===== config.mk =====
export PLATFORM = sky130hd
export DESIGN_NAME = lbco_ctrl
export DESIGN_NICKNAME = d
export VERILOG_FILES = /design/src/sv/lbco_pkg.sv /design/src/sv/lbco_ctrl.sv
export SDC_FILE = /design/constraint.sdc
export NUM_CORES = 1
export LEC_CHECK = 0
export BUFFER_PORTS_ARGS = -buffer_cell sky130_fd_sc_hd__buf_2
export CORE_MARGIN = 3
export CORE_UTILIZATION = 45
export CTS_CLUSTER_DIAMETER = 60
export DETAILED_ROUTE_END_ITERATION = 8
export PLACE_DENSITY = 0.79
export SETUP_SLACK_MARGIN = 0.2
export SYNTH_ARGS = -nofsm -noshare
export SYNTH_HDL_FRONTEND = slang
export SYNTH_SLANG_ARGS = --single-unit
export TNS_END_PERCENT = 5

===== constraint.sdc =====
create_clock -name clk_i -period 4.25 [get_ports clk_i]
set_input_delay 0.425 -clock clk_i [delete_from_list [all_inputs] [get_ports clk_i]]
set_output_delay 0.425 -clock clk_i [all_outputs]
set_load 0.01 [all_outputs]

===== src/sv/lbco_pkg.sv =====
// Shared types and constants for the beam circle occluder.
package lbco_pkg;

  localparam logic [1:0] CMD_CLEAR  = 2'd0;
  localparam logic [1:0] CMD_APPEND = 2'd1;
  localparam logic [1:0] CMD_BEAM   = 2'd2;

  localparam logic CFG_RADIUS = 1'b0;
  localparam logic CFG_TOL    = 1'b1;

  localparam logic [31:0] PI_Q30 = 32'd3373259426;
  localparam logic [31:0] Q30_ONE = 32'h4000_0000;

  // datapath operations
  typedef enum logic [3:0] {
    OP_NONE,
    OP_LOAD,     // latch beam, compute angle
    OP_Z,        // z from remainder
    OP_Z2,       // z squared
    OP_SERM,     // Horner product and power-of-two pre-shift
    OP_SER,      // Horner reciprocal divide and update (sin or cos per flag)
    OP_DIR,      // finalize direction
    OP_OBS_RD,   // read obstacle entry
    OP_PROD,     // four products
    OP_BP,       // B and P
    OP_SQ,       // start sqrt
    OP_SQSTEP,   // one sqrt step
    OP_TEST      // hit test and update
  } op_e;

  typedef enum logic [3:0] {
    ST_IDLE, ST_Z, ST_Z2, ST_SERM, ST_SER, ST_DIR, ST_RD, ST_PROD, ST_BP,
    ST_SQ, ST_SQSTEP, ST_TEST, ST_OUT
  } state_e;

  typedef struct packed {
    op_e        op;
    logic [2:0] step;   // horner step index
    logic       fn_cos; // horner on cos series
  } cmd_t;

  typedef struct packed {
    logic skip;     // current range zero or P beyond radius
    logic done;     // all obstacles visited
    logic sq_last;  // last sqrt step
  } stat_t;

endpackage


===== src/sv/lbco_ctrl.sv =====
// Controller: sequences direction setup, obstacle walk and sqrt steps.
module lbco_ctrl (
  input  logic            clk_i,
  input  logic            rst_ni,
  input  logic            in_valid_i,
  input  logic [1:0]      cmd_i,
  output logic            in_stall_o,
  output logic            tbl_clear_o,
  output logic            tbl_append_o,
  output logic            out_valid_o,
  input  logic            out_stall_i,
  output lbco_pkg::cmd_t  dp_o,
  input  lbco_pkg::stat_t stat_i
);
  lbco_pkg::state_e st_q, st_d;
  logic [2:0] step_q, step_d;
  logic cos_q, cos_d;
  logic acc;

  always_ff @(posedge clk_i or negedge rst_ni) begin
    if (!rst_ni) begin
      st_q <= lbco_pkg::ST_IDLE; step_q <= '0; cos_q <= 1'b0;
    end else begin
      st_q <= st_d; step_q <= step_d; cos_q <= cos_d;
    end
  end

  always_comb begin
    st_d = st_q; step_d = step_q; cos_d = cos_q;
    dp_o = '{op: lbco_pkg::OP_NONE, step: step_q, fn_cos: cos_q};
    in_stall_o = (st_q != lbco_pkg::ST_IDLE);
    out_valid_o = (st_q == lbco_pkg::ST_OUT);
    acc = in_valid_i && !in_stall_o;
    tbl_clear_o = acc && cmd_i == lbco_pkg::CMD_CLEAR;
    tbl_append_o = acc && cmd_i == lbco_pkg::CMD_APPEND;
    case (st_q)
      lbco_pkg::ST_IDLE: if (acc && cmd_i == lbco_pkg::CMD_BEAM) begin
        dp_o.op = lbco_pkg::OP_LOAD; st_d = lbco_pkg::ST_Z;
      end
      lbco_pkg::ST_Z: begin dp_o.op = lbco_pkg::OP_Z; st_d = lbco_pkg::ST_Z2; end
      lbco_pkg::ST_Z2: begin
        dp_o.op = lbco_pkg::OP_Z2; st_d = lbco_pkg::ST_SERM;
        step_d = '0; cos_d = 1'b0;
      end
      lbco_pkg::ST_SERM: begin dp_o.op = lbco_pkg::OP_SERM; st_d = lbco_pkg::ST_SER; end
      lbco_pkg::ST_SER: begin
        dp_o.op = lbco_pkg::OP_SER;
        if (!cos_q && step_q == 3'd2) begin
          cos_d = 1'b1; step_d = '0; st_d = lbco_pkg::ST_SERM;
        end else if (cos_q && step_q == 3'd3) begin
          st_d = lbco_pkg::ST_DIR;
        end else begin
          step_d = step_q + 1'b1; st_d = lbco_pkg::ST_SERM;
        end
      end
      lbco_pkg::ST_DIR: begin dp_o.op = lbco_pkg::OP_DIR; st_d = lbco_pkg::ST_RD; end
      lbco_pkg::ST_RD: begin
        if (stat_i.done) st_d = lbco_pkg::ST_OUT;
        else begin dp_o.op = lbco_pkg::OP_OBS_RD; st_d = lbco_pkg::ST_PROD; end
      end
      lbco_pkg::ST_PROD: begin dp_o.op = lbco_pkg::OP_PROD; st_d = lbco_pkg::ST_BP; end
      lbco_pkg::ST_BP: begin
        dp_o.op = lbco_pkg::OP_BP;
        st_d = stat_i.skip ? lbco_pkg::ST_RD : lbco_pkg::ST_SQ;
      end
      lbco_pkg::ST_SQ: begin dp_o.op = lbco_pkg::OP_SQ; st_d = lbco_pkg::ST_SQSTEP; end
      lbco_pkg::ST_SQSTEP: begin
        dp_o.op = lbco_pkg::OP_SQSTEP;
        if (stat_i.sq_last) st_d = lbco_pkg::ST_TEST;
      end
      lbco_pkg::ST_TEST: begin dp_o.op = lbco_pkg::OP_TEST; st_d = lbco_pkg::ST_RD; end
      lbco_pkg::ST_OUT: if (!out_stall_i) st_d = lbco_pkg::ST_IDLE;
      default: st_d = lbco_pkg::ST_IDLE;
    endcase
  end
endmodule


# Word level (Yosys, flattened, before mapping)
# Index checks and enable logic that the tools add are counted.
dict set report totals {
  regBits 8
  input_bits 9
  out_inout_bits 12
}
dict set report op_classes {
  addsub 1
  n_eq_ne 21
  muxes 16
  n_reduce_logical 16
}
# operator n
set ops {}
lappend ops {{one-hot mux 4 bit (12 select lines)} 2}
lappend ops {{== test 4 bit, second input constant} 5}
lappend ops {{2-to-1 mux 4 bit} 5}
lappend ops {{== test 4 x 3 -> 1 bit, second input constant} 4}
lappend ops {{2-to-1 mux 3 bit} 5}
lappend ops {{== test 4 x 2 -> 1 bit, second input constant} 2}
lappend ops {{!= test 2 bit, second input constant} 4}
lappend ops {{== test 3 x 2 -> 1 bit, second input constant} 2}
lappend ops {{logical AND 1 bit} 6}
lappend ops {{one-hot mux 3 bit (2 select lines)} 1}
lappend ops {{== test 4 x 1 -> 1 bit, second input constant} 1}
lappend ops {{zero test 4 bit} 1}
lappend ops {{AND reduction 2 bit} 2}
lappend ops {{nonzero test 4 bit} 1}
lappend ops {{adder 3 x 1 -> 3 bit, second input constant} 1}
lappend ops {{!= test 3 bit, second input constant} 1}
lappend ops {{AND reduction 3 bit} 1}
lappend ops {{== test 2 x 1 -> 1 bit, second input constant} 1}
lappend ops {{== test 2 bit, second input constant} 1}
lappend ops {{zero test 1 bit} 2}
lappend ops {{zero test 2 bit} 1}
lappend ops {{2-to-1 mux 1 bit} 2}
lappend ops {{one-hot mux 1 bit (2 select lines)} 1}
lappend ops {{nonzero test 2 bit} 1}
lappend ops {{OR reduction 2 bit} 1}

# Depth between registers and ports, before layout
# Gate-level depths: netlist of the first run.
dict set report logic_depth {
  depth_word 6
  mapped_depth 6
}

# Worst setup path before layout of the first run
# Ideal clock, no wire load.
dict set report synth_path {
  path_kind {register -> output}
  startpoint {register st_q[2]}
  endpoint {output port tbl_clear_o}
  arrival_ns 1.334
  required_ns 3.825
  slack_ns 2.491
  stages_incl_launch_ff 5
  path_buffers 1
  path_cell_list {dfrtp_1 -> buf_4 -> nor3_1 -> nand2_1 -> nor4b_1}
}
dict set report synth_via {
  elab_chain_len 4
}
# element line
set synth_lines {}
lappend synth_lines {{start: declaration} lbco_ctrl.sv:15} ;# lbco_pkg::state_e st_q, st_d;
lappend synth_lines {{start signal: assignment} lbco_ctrl.sv:24} ;# st_q <= st_d; step_q <= step_d; cos_q <= cos_d;
lappend synth_lines {{nonzero test 4 bit} lbco_ctrl.sv:31} ;# in_stall_o = (st_q != lbco_pkg::ST_IDLE);
lappend synth_lines {{net in_stall_o} lbco_ctrl.sv:7} ;# output logic in_stall_o,
lappend synth_lines {{zero test 1 bit} lbco_ctrl.sv:33} ;# acc = in_valid_i && !in_stall_o;
lappend synth_lines {{logical AND 1 bit} lbco_ctrl.sv:33}
lappend synth_lines {{logical AND 1 bit} lbco_ctrl.sv:34} ;# tbl_clear_o = acc && cmd_i == lbco_pkg::CMD_CLEAR;
lappend synth_lines {{end: declaration} lbco_ctrl.sv:8} ;# output logic tbl_clear_o,
# The timed path passes the listed nets, and every way through them passes these cells.

# Final worst setup path of the first run
dict set report layout_path {
  startpoint {register st_q[0]}
  endpoint {output port tbl_clear_o}
}
dict set report layout_via {
  elab_chain_len 4
}
# element line
set layout_lines {}
lappend layout_lines {{nonzero test 4 bit} lbco_ctrl.sv:31}
lappend layout_lines {{zero test 1 bit} lbco_ctrl.sv:33}
lappend layout_lines {{logical AND 1 bit} lbco_ctrl.sv:33}
lappend layout_lines {{logical AND 1 bit} lbco_ctrl.sv:34}
# Every way passes these cells.

==> results of run 1 <==
==> critical path, delay by kind of cell (launching register included) <==
kind	cells	cell delay [ns]
and+or+nand+nor	3	0.75
buffers and inverters	1	0.19
DFF	1	0.57
==> worst max-delay path by stage <==
stage               slack (ns)  depth (start not counted)           end     from
global route              1.94                          4  tbl_append_o  st_q[0]
detailed placement        2.33                          4  tbl_append_o  st_q[0]
CTS                       2.07                          4  tbl_append_o  st_q[0]
finish                    2.06                          4   tbl_clear_o  st_q[0]
global placement          2.45                          4  tbl_append_o  st_q[1]
floorplan                 2.49                          4   tbl_clear_o  st_q[2]
==> placed cells by master (no fill, tap or decap), types with 2 or more instances in the layout <==
cell      Yosys  final
nand2b_1      3      3
clkbuf_4      0      3
a21oi_1       7      7
ha_1          3      3
o21ai_0       9      9
dfrtp_1       8      8
nor2_1        7      7
o211ai_1      2      2
nor3_1        2      2
mux2i_1       2      2
nor2b_1       2      2
mux2_2        2      2
inv_1         3      3
buf_2         4     20
nand2_1       7      7
==> synth_stat cells (2+ instances only) <==
cell,instances,share of area
nand2_1,7,0.037
nor2b_1,2,0.018
mux2_2,2,0.032
nand2b_1,3,0.026
nor3_1,2,0.014
ha_1,3,0.053
dfrtp_1,8,0.28
o211ai_1,2,0.021
nor2_1,7,0.037
o21ai_0,9,0.063
a21oi_1,7,0.049
buf_2,4,0.028
mux2i_1,2,0.028
inv_1,3,0.016
buf_4,3,0.032
==> sequential cells by signal, indices dropped and copies added (netlist names) <==
signal  cells
step_q      3
st_q        4
cos_q       1
==> metrics by stage <==
stage / worst slack (ns) / hold slack (ns) / utilization
2_1_floorplan: 2.49 / 0.129 / -
3_3_place_gp: 2.45 / 0.279 / 0.566
3_5_place_dp: 2.33 / 0.280 / 0.566
4_1_cts: 2.07 / 0.00347 / 0.582
5_1_grt: 1.94 / 0.00458 / 0.582
6_report: 2.06 / -0.000523 / 0.582
==> cells by family after synthesis <==
family,share of synthesized area
DFF,0.282
and+or+nand+nor,0.265
buffers and inverters,0.0864
adders and majority gates,0.0529
muxes,0.0600
AOI/OAI and AO/OA,0.254
==> routing by layer <==
| layer | up-vias | share of wire |
|---|---|---|
| met5 | - | 0 |
| met4 | 0 | 0.013 |
| met3 | 4 | 0.12 |
| met2 | 35 | 0.44 |
| met1 | 340 | 0.43 |
| li1 | 357 | - |
==> area by class of cell <==
class | count | area [um2]
Fill cell | 116 | 578
Timing Repair Buffer | 20 | 100
Multi-Input combinational cell | 68 | 448
Inverter | 4 | 15.0
Tap cell | 15 | 18.8
Clock buffer | 3 | 22.5
Sequential cell | 8 | 200
==> power groups by stage <==
stage          Combinational [mW]  Clock, mW  Sequential [mW]
5_1_grt                     0.342     0.0637            0.206
3_5_place_dp                0.304          0            0.195
3_3_place_gp                0.296          0            0.193
4_1_cts                     0.307     0.0600            0.193
2_1_floorplan               0.291          0            0.133
6_report                    0.305     0.0577            0.196
==> summary.md, run 1 <==
| Metric | Value |
|---|---|
| Cells after synthesis | `88` |
| Setup violations, final | `0` |
| Die ar. | `about 0.0021 mm2` |
| WP data arrival | `1.77 ns` |
| Critical-path top delay cell | `dfrtp_1` |
| TritonCTS clock tree | `built` |
| Initial antenna violation count | `0` |
| Starting Density | `0.513` |
| DR vias/cell | `around 6.2` |
| HP Class | `input port to async pin` |
| Min cycle time layout | `2.19 ns` |
| Synth Flop Type | `dfrtp_1` |
| Setup Fix Bufs, Post-CTS | `0` |
| Die span in y | `between 40 and 50 um` |
| RSZ-0062 raised after global routing | `no` |
| Synth unique cells | `39` |
| First-pass DRT Iterations | `4` |
| Worst Setup Path Type | `register to output pin` |
| R2R Setup Slk | `approximately 2.5 ns` |
| Kind of end point of the critical path | `output pin` |
| Crit path largest cell delay | `0.57 ns` |
| Clock root buffer | `clkbuf_4` |
| Cts repair resizes | `0` |
| Tightest Pin Transition | `~0.57 ns` |
| Max IR drop VDD | `0.000357 V` |
| Insertion delay to the later sink of the worst-skew pair | `0.26 ns` |
| WL per Instance | `~14 um` |
| Vias in the first global route | `591` |
| Req. time, crit path | `3.83 ns` |
| Nets | `117` |
| DIE WIDTH | `between 40 and 50 um` |
| Met3 Track Usage GR | `0.0435` |
| Residual DRC | `0` |
| Final period util | `0.516` |
| Combinational power share | `0.546` |
| Sw Pwr | `approximately 280 uW` |
| Seq/Total Area, Yosys | `0.282` |
| Total wire length | `1.68 mm` |
| Initial DRC count | `45` |
| Fin Hold WS | `-0.000523 ns` |
| Hpwl dp | `~1.2 mm` |
| GRT overflow | `0` |
| FF+latch count, synth | `8` |
| Global Route Usage Sum | `0.177` |
| Power Total | `559 uW` |
| Internal | `281 uW` |
| Number of diodes | `0` |
| Mapped Avg Cell Area | `8.06 um2` |
| I/O pin count | `21` |
| Fmax | `0.456 GHz` |
| Port Buf Inserts | `20` |
| Critical Path Start Type | `register` |
| # hold bufs at CTS | `0` |
| Clock sink count | `8` |
| Switch share | `0.498` |
| Failing checks | `hold timing` |
| Fin Setup TNS | `0 ns` |
| Final Non-Filler Cells | `118` |
| Longest Clk Path Bufs | `2` |
| Core Area | `0.00138 mm2` |
| Max Slew Vio Count | `0` |
| Cell Pwr Density | `just under 700 mW/mm2` |
| DR vias | `736` |
| Largest net degree at the start of global routing | `23` |
| EDFF count, synth | `0` |
| Outcome | `finished with violations` |
| Slew HR | `0.622` |
| Worst-path fanout max | `20` |
| Row Count | `13` |
| First-pass GRT wire length | `2.68 mm` |
| Max-Cap Viols | `0` |
| Gpl congestion | `0.879` |
| Yosys warns | `0` |
| Post-Syn Nets | `100` |
| Reg clk slew, reported paths | `0.06 ns` |
| Placed inst area | `a little under 800 um2` |
| Design area | `805 um2` |
| P&R area growth vs syn | `13.4%` |
| Final ANT Viol Nets | `0` |
| Asr flop ratio synth | `1.00` |
| H-Tree Depth | `1` |
| Placed insts | `115` |
| M2 GR Usage | `0.231` |
| Num CTS Buffers | `3` |
| Pleak | `0.392 nW` |
| Worst Reg-to-Reg Cells | `6` |
| Power share of the clock group | `0.103` |
| Routing usage on met1 | `0.281` |
| CP cell instances | `nor3_1, nand2_1, nor4b_1, buf_2` |
| R2R Path End | `step_q[0]` |
| Clock skew | `0.00897 ns` |
| Worst reg2reg startpoint | `step_q[0]` |
| Share of post-route cells with drive strength above 1 | `0.272` |
| Final Hold Vio Count | `1` |
| Post-Syn Area | `709 um2` |
| Busiest grt layer | `met1` |
| Reg power frac | `0.351` |
No activity file was read; power rests on OpenSTA's default activity.
==> inputs of run 2 (changes only) <==
PLACE_DENSITY = 0.82   (was 0.79)
clock period = 1.8 ns   (was 4.25 ns; I/O delays follow)
==> summary.md, run 2 (synthesis gave the netlist of run 1 again) <==
| Metric | Value |
|---|---|
| Critical Path Source | `step_q[0]` |
| TritonCTS clock tree | `built` |
| Largest net degree at the start of global routing | `14 (-39%)` |
| WP data arrival | `1.78 ns (about the same)` |
| Final worst setup slack | `0.189 ns (-1.87 ns)` |
| First-pass DRT Iterations | `4 (unchanged)` |
| Num CTS Buffers | `3 (unchanged)` |
| RSZ-0062 raised after global routing | `yes` |
| Most common cell after layout, fill and taps aside | `buf_2` |
| Critical Path Start Type | `register` |
| Worst-path fanout max | `4 (-80%)` |
| Pleak | `0.463 nW (+18%)` |
| DR vias | `791 (+7.5%)` |
| Max-Cap Viols | `0 (unchanged)` |
| Layout fillers | `104 (-10%)` |
| Worst reg2reg startpoint | `step_q[0]` |
| Min cycle time layout | `approximately 1.6 ns` |
| Total wire length | `2.02 mm (+20%)` |
| Clock sink count | `8 (unchanged)` |
| Top reg by flops | `st_q` |
| Clock root buffer | `clkbuf_4` |
| Initial antenna violation count | `0 (unchanged)` |
| Hpwl dp | `1.37 mm (+10%)` |
| Reg area | `203 um2 (+1.2%)` |
| DR vias/cell | `6.08 (-2.4%)` |
| Longest Clk Path Bufs | `2 (unchanged)` |
| H-Tree Depth | `1 (unchanged)` |
| Req. time, crit path | `1.96 ns (-1.87 ns)` |
| Max reg flops | `4 (unchanged)` |
| GRT overflow | `0 (unchanged)` |
| Insertion delay to the later sink of the worst-skew pair | `0.28 ns (+0.02 ns)` |
| Number of diodes | `0 (unchanged)` |
| Share of post-route cells with drive strength above 1 | `0.470 (+0.198)` |
| Reg clk slew, reported paths | `0.07 ns (about the same)` |
| R2R Setup Slk | `0.19 ns (-2.32 ns)` |
| Worst Reg-to-Reg Cells | `6 (unchanged)` |
| Global Route Usage Sum | `0.223 (+0.0456)` |
| Residual DRC | `0 (unchanged)` |
| Cell Pwr Density | `1730 mW/mm2 (+150%)` |
| Most frequent cells in the layout | `20 x buf_2, 10 x buf_4, 8 x o21ai_0` |
| I/O pin count | `21 (unchanged)` |
| Vias in the first global route | `748 (+27%)` |
| Initial DRC count | `51 (+13%)` |
| First-pass GRT wire length | `3.30 mm (+23%)` |
| Kind of end point of the critical path | `register` |
| Starting Density | `0.513 (unchanged)` |
| Fin Setup TNS | `0 ns (unchanged)` |
| Tightest Pin Transition | `0.441 ns (-0.125 ns)` |
| Die ar. | `0.00209 mm2 (unchanged)` |
| WL per Instance | `15.5 um (+9.1%)` |
| Max IR drop VDD | `0.000881 V (+150%)` |
| Core Area | `0.00138 mm2 (unchanged)` |
| Die span in y | `45.7 um (unchanged)` |
| Final ANT Viol Nets | `0 (unchanged)` |
| Setup slack after placement | `0.121 ns (-2.21 ns)` |
| P&R area growth vs syn | `35.4%` |
| Outcome | `finished clean` |
| Slew HR | `0.702 (+0.0796)` |
| Worst Setup Path Type | `register to register` |
| Final Hold Vio Count | `0 (-1)` |
| Row Count | `13 (unchanged)` |
| Multi-input logic area | `505 um2 (+13%)` |
| HP Class | `input port to async pin` |
| Max Slew Vio Count | `0 (unchanged)` |
| Clock skew | `0.0154 ns (+0.00646 ns)` |
| Gpl congestion | `0.741 (-16%)` |
| DIE WIDTH | `45.7 um (unchanged)` |
| Biggest regs | `st_q x4, step_q x3, cos_q x1` |
| Port Buf Inserts | `20 (unchanged)` |
| Crit path to | `step_q[1]` |
| R2R Path End | `step_q[1]` |
| Fmax | `0.621 GHz` |
| Final period util | `0.895` |
| Nets | `129 (+10%)` |
| Setup violations, final | `0 (unchanged)` |
run 2: cell types whose count changed in the layout (fill, tap and decap cells not counted), moves of 2 or more:
cell,delta
ha_1,-2
dfrtp_2,+2
a21oi_2,+3
ha_2,+2
dfrtp_1,-2
a21oi_1,-3
buf_4,+10
run 2: layout make-up:
| type | count | share of cell area |
|---|---|---|
| timing repair buffer | 32 | 0.204 |
| inverter | 4 | 0.0156 |
| tap | 15 | 0.0195 |
| multi-input combinational | 68 | 0.526 |
| clock buffer | 3 | 0.0234 |
| sequential | 8 | 0.211 |
run 2: report_power, final:
part | leakage, nW | switching, mW | total, mW | internal (mW)
Combinational | 0.348 | 0.632 | 1.17 | 0.533
Clock | 0.0138 | 0.0748 | 0.152 | 0.0771
Sequential | 0.101 | 0.0893 | 0.348 | 0.258
run 2: repair_timing:
action | in CTS | in global routing
setup buffers | 5 | 1
setup endpoints to repair | 8 | 11
hold buffers | 1 | 0
pin swaps | 3 | 5
gates resized for setup | 13 | 4
hold endpoints to repair | 8 | 0
cloned | 0 | 0
run 2: stage by stage:
step                      power, mW  instance area, um2  std cells  hold WS [ns]  utilization
after floorplan                1.01                 713         88        -0.116            -
after global placement         1.24                 823        120        0.0307        0.595
after detailed placement       1.27                 823        120        0.0321        0.595
after CTS                      1.60                 941        129         0.262        0.681
after global routing           1.80                 961        130         0.297        0.695
final                          1.66                 961        130         0.264        0.695
run 2: worst min path at each step:
| stage | to | slack (ns) | cells past startpoint |
|---|---|---|---|
| 6_report | st_q[1] | 0.26 | 2 |
| 5_1_grt | step_q[1] | 0.30 | 2 |
| 4_1_cts | step_q[1] | 0.26 | 2 |
| 3_5_place_dp | st_q[2] | 0.03 | 1 |
| 3_3_place_gp | st_q[2] | 0.03 | 1 |
| 2_1_floorplan | cos_q | -0.12 | 0 |
run 2: layer usage:
layer	wire [um]	track usage	up-vias
met5	0	0	-
met4	27	0.102	0
met3	127	0.0593	4
met2	1010	0.354	31
met1	853	0.279	377
li1	-	-	379
run 2: worst max-delay path: stages, from the launching register on:
cell      delay (ns)
dfrtp_1         0.39
ha_2            0.18
ha_2            0.17
a21oi_2         0.07
a21oi_2         0.17
nand2b_4        0.17
mux2_2          0.34
==> inputs of run 3 (changes only) <==
CORE_MARGIN = 4   (was 3)
==> summary.md, run 3 (synthesis gave the netlist of run 1 again) <==
| Metric | Value |
|---|---|
| Final period util | `0.908 (+0.0133)` |
| Combinational power share | `0.682 (-0.018)` |
| Power Total | `1.57 mW (-5.8%)` |
| Biggest regs | `st_q x4, step_q x3, cos_q x1` |
| Clock root buffer | `clkbuf_4` |
| Req. time, crit path | `1.62 ns (-0.34 ns)` |
| Max IR drop VDD | `0.000705 V (-20%)` |
| Tightest Pin Transition | `0.364 ns (-0.0771 ns)` |
| Longest Clk Path Bufs | `2 (unchanged)` |
| Core Area | `0.00151 mm2 (+9.0%)` |
| Placed insts | `120 (unchanged)` |
| Nets | `127 (-1.6%)` |
| Most frequent cells in the layout | `20 x buf_2, 8 x o21ai_0, 8 x buf_4` |
| Outcome | `finished clean` |
| DR vias | `801 (+1.3%)` |
| DR vias/cell | `6.21 (+2.0%)` |
| Layout fillers | `127 (+22%)` |
| Final Non-Filler Cells | `129 (-0.77%)` |
| Design area | `920 um2 (-4.3%)` |
| Max-Cap Viols | `0 (unchanged)` |
| RSZ-0062 raised after global routing | `yes` |
| Worst Setup Path Type | `register to output pin` |
| Global Route Usage Sum | `0.181 (-0.0416)` |
| Gpl congestion | `0.842 (+14%)` |
| Switch share | `0.476 (-0.00201)` |
| Fin Hold WS | `0.288 ns (+0.0243 ns)` |
| Critical Path Start Type | `register` |
| Pleak | `0.449 nW (-3.1%)` |
| Sw Pwr | `747 uW (-6.2%)` |
| Clock sink count | `8 (unchanged)` |
| Final ANT Viol Nets | `0 (unchanged)` |
| Total wire length | `1.88 mm (-6.9%)` |
| WP data arrival | `1.45 ns (-0.33 ns)` |
| HP Class | `input port to async pin` |
| Min cycle time layout | `1.63 ns (+0.0240 ns)` |
| H-Tree Depth | `1 (unchanged)` |
| Row Count | `14 (+1)` |
| Reg clk slew, reported paths | `0.06 ns (about the same)` |
| Initial DRC count | `33 (-35%)` |
| First-pass GRT wire length | `2.95 mm (-10%)` |
| Fmax | `0.612 GHz (-1.5%)` |
| Placed inst area | `817 um2 (-0.76%)` |
| Max Slew Vio Count | `0 (unchanged)` |
| Most common cell after layout, fill and taps aside | `buf_2` |
| Largest net degree at the start of global routing | `20 (+6)` |
| Insertion delay to the later sink of the worst-skew pair | `0.26 ns (-0.02 ns)` |
| Multi-input logic area | `477 um2 (-5.7%)` |
| Max reg flops | `4 (unchanged)` |
| Fin Setup TNS | `0 ns (unchanged)` |
| Internal | `821 uW (-5.4%)` |
| Die span in y | `47.7 um (+4.4%)` |
| Die ar. | `0.00228 mm2 (+8.9%)` |
| Reg area | `204 um2 (+0.62%)` |
| Vias in the first global route | `712 (-4.8%)` |
| Hpwl dp | `1.29 mm (-5.7%)` |
| R2R Path End | `step_q[0]` |
| Reg power frac | `0.230 (+0.021)` |
| First-pass DRT Iterations | `5 (+1)` |
| DIE WIDTH | `47.7 um (+4.4%)` |
| Worst Reg-to-Reg Cells | `6 (unchanged)` |
| Slew HR | `0.756 (+0.0542)` |
| Utilization after layout | `0.610 (-0.0846)` |
| Power share of the clock group | `0.089 (-0.002)` |
| Initial antenna violation count | `0 (unchanged)` |
| Num CTS Buffers | `3 (unchanged)` |
| Number of diodes | `0 (unchanged)` |
| Cell Pwr Density | `1710 mW/mm2 (-1.6%)` |
| TritonCTS clock tree | `built` |
| Worst-path fanout max | `4 (unchanged)` |
| Share of post-route cells with drive strength above 1 | `0.398 (-0.0713)` |
| Final Hold Vio Count | `0 (unchanged)` |
| Final worst setup slack | `0.165 ns (-0.0240 ns)` |
| Clock skew | `0.00775 ns (-0.00768 ns)` |
| WL per Instance | `14.5 um (-6.2%)` |
| Setup violations, final | `0 (unchanged)` |
| Top reg by flops | `st_q` |
| R2R Setup Slk | `0.17 ns (-0.02 ns)` |
| Worst reg2reg startpoint | `step_q[1]` |
| P&R area growth vs syn | `29.6%` |
| Residual DRC | `0 (unchanged)` |
| Kind of end point of the critical path | `output pin` |
| Starting Density | `0.471 (-0.0422)` |
| Setup slack after placement | `0.133 ns (+0.0118 ns)` |
| Port Buf Inserts | `20 (unchanged)` |
| GRT overflow | `0 (unchanged)` |
| I/O pin count | `21 (unchanged)` |
## run 3: cell count changes in the layout (fill, tap and decap cells not counted), sizes merged
| cell | previous run | this run |
|---|---|---|
| buf | 31 | 29 |
## run 3: cell type report
type,count,area share
Sequential cell,8,0.222
Timing Repair Buffer,30,0.197
Clock buffer,3,0.0245
Multi-Input combinational cell,68,0.518
Inverter,4,0.0163
Tap cell,16,0.0218
## run 3: how the worst max path moves through the flow
stage,startpoint,endpoint,slack (ns),cells after the start
floorplan,step_q[0],step_q[0],0.22,6
global route,st_q[1],tbl_append_o,0.05,4
global placement,step_q[0],step_q[1],0.21,6
CTS,st_q[3],dp_o[4],0.19,4
finish,st_q[1],tbl_append_o,0.17,4
detailed placement,step_q[0],step_q[0],0.13,6
## run 3: critical path: stages (launching register included)
cell	delay [ns]
dfrtp_2	0.45
nor3_4	0.23
nand2_2	0.09
nor4bb_1	0.26
buf_2	0.17
## run 3: repair_timing
item                       in CTS  in global routing
hold endpoints to repair        8                  0
hold buffers                    1                  0
pin swaps                       2                  0
setup endpoints to repair       8                 10
setup buffers                   5                  0
gates resized for setup         9                  1
gates cloned                    0                  0
## run 3: routing by layer
metal	track usage	wire, um	vias to the layer above	share of wire
li1	-	-	376	-
met1	0.214	766	384	0.41
met2	0.314	993	37	0.53
met3	0.0414	107	4	0.057
met4	0.0699	8	0	0.0043
met5	0	0	-	0
## run 3: power groups by stage
stage / Combinational (mW) / Sequential [mW] / Clock (mW)
after CTS: 1.03 / 0.352 / 0.143
after floorplan: 0.690 / 0.316 / 0
after detailed placement: 0.874 / 0.363 / 0
final: 1.07 / 0.360 / 0.139
after global routing: 1.18 / 0.370 / 0.153
after global placement: 0.848 / 0.360 / 0
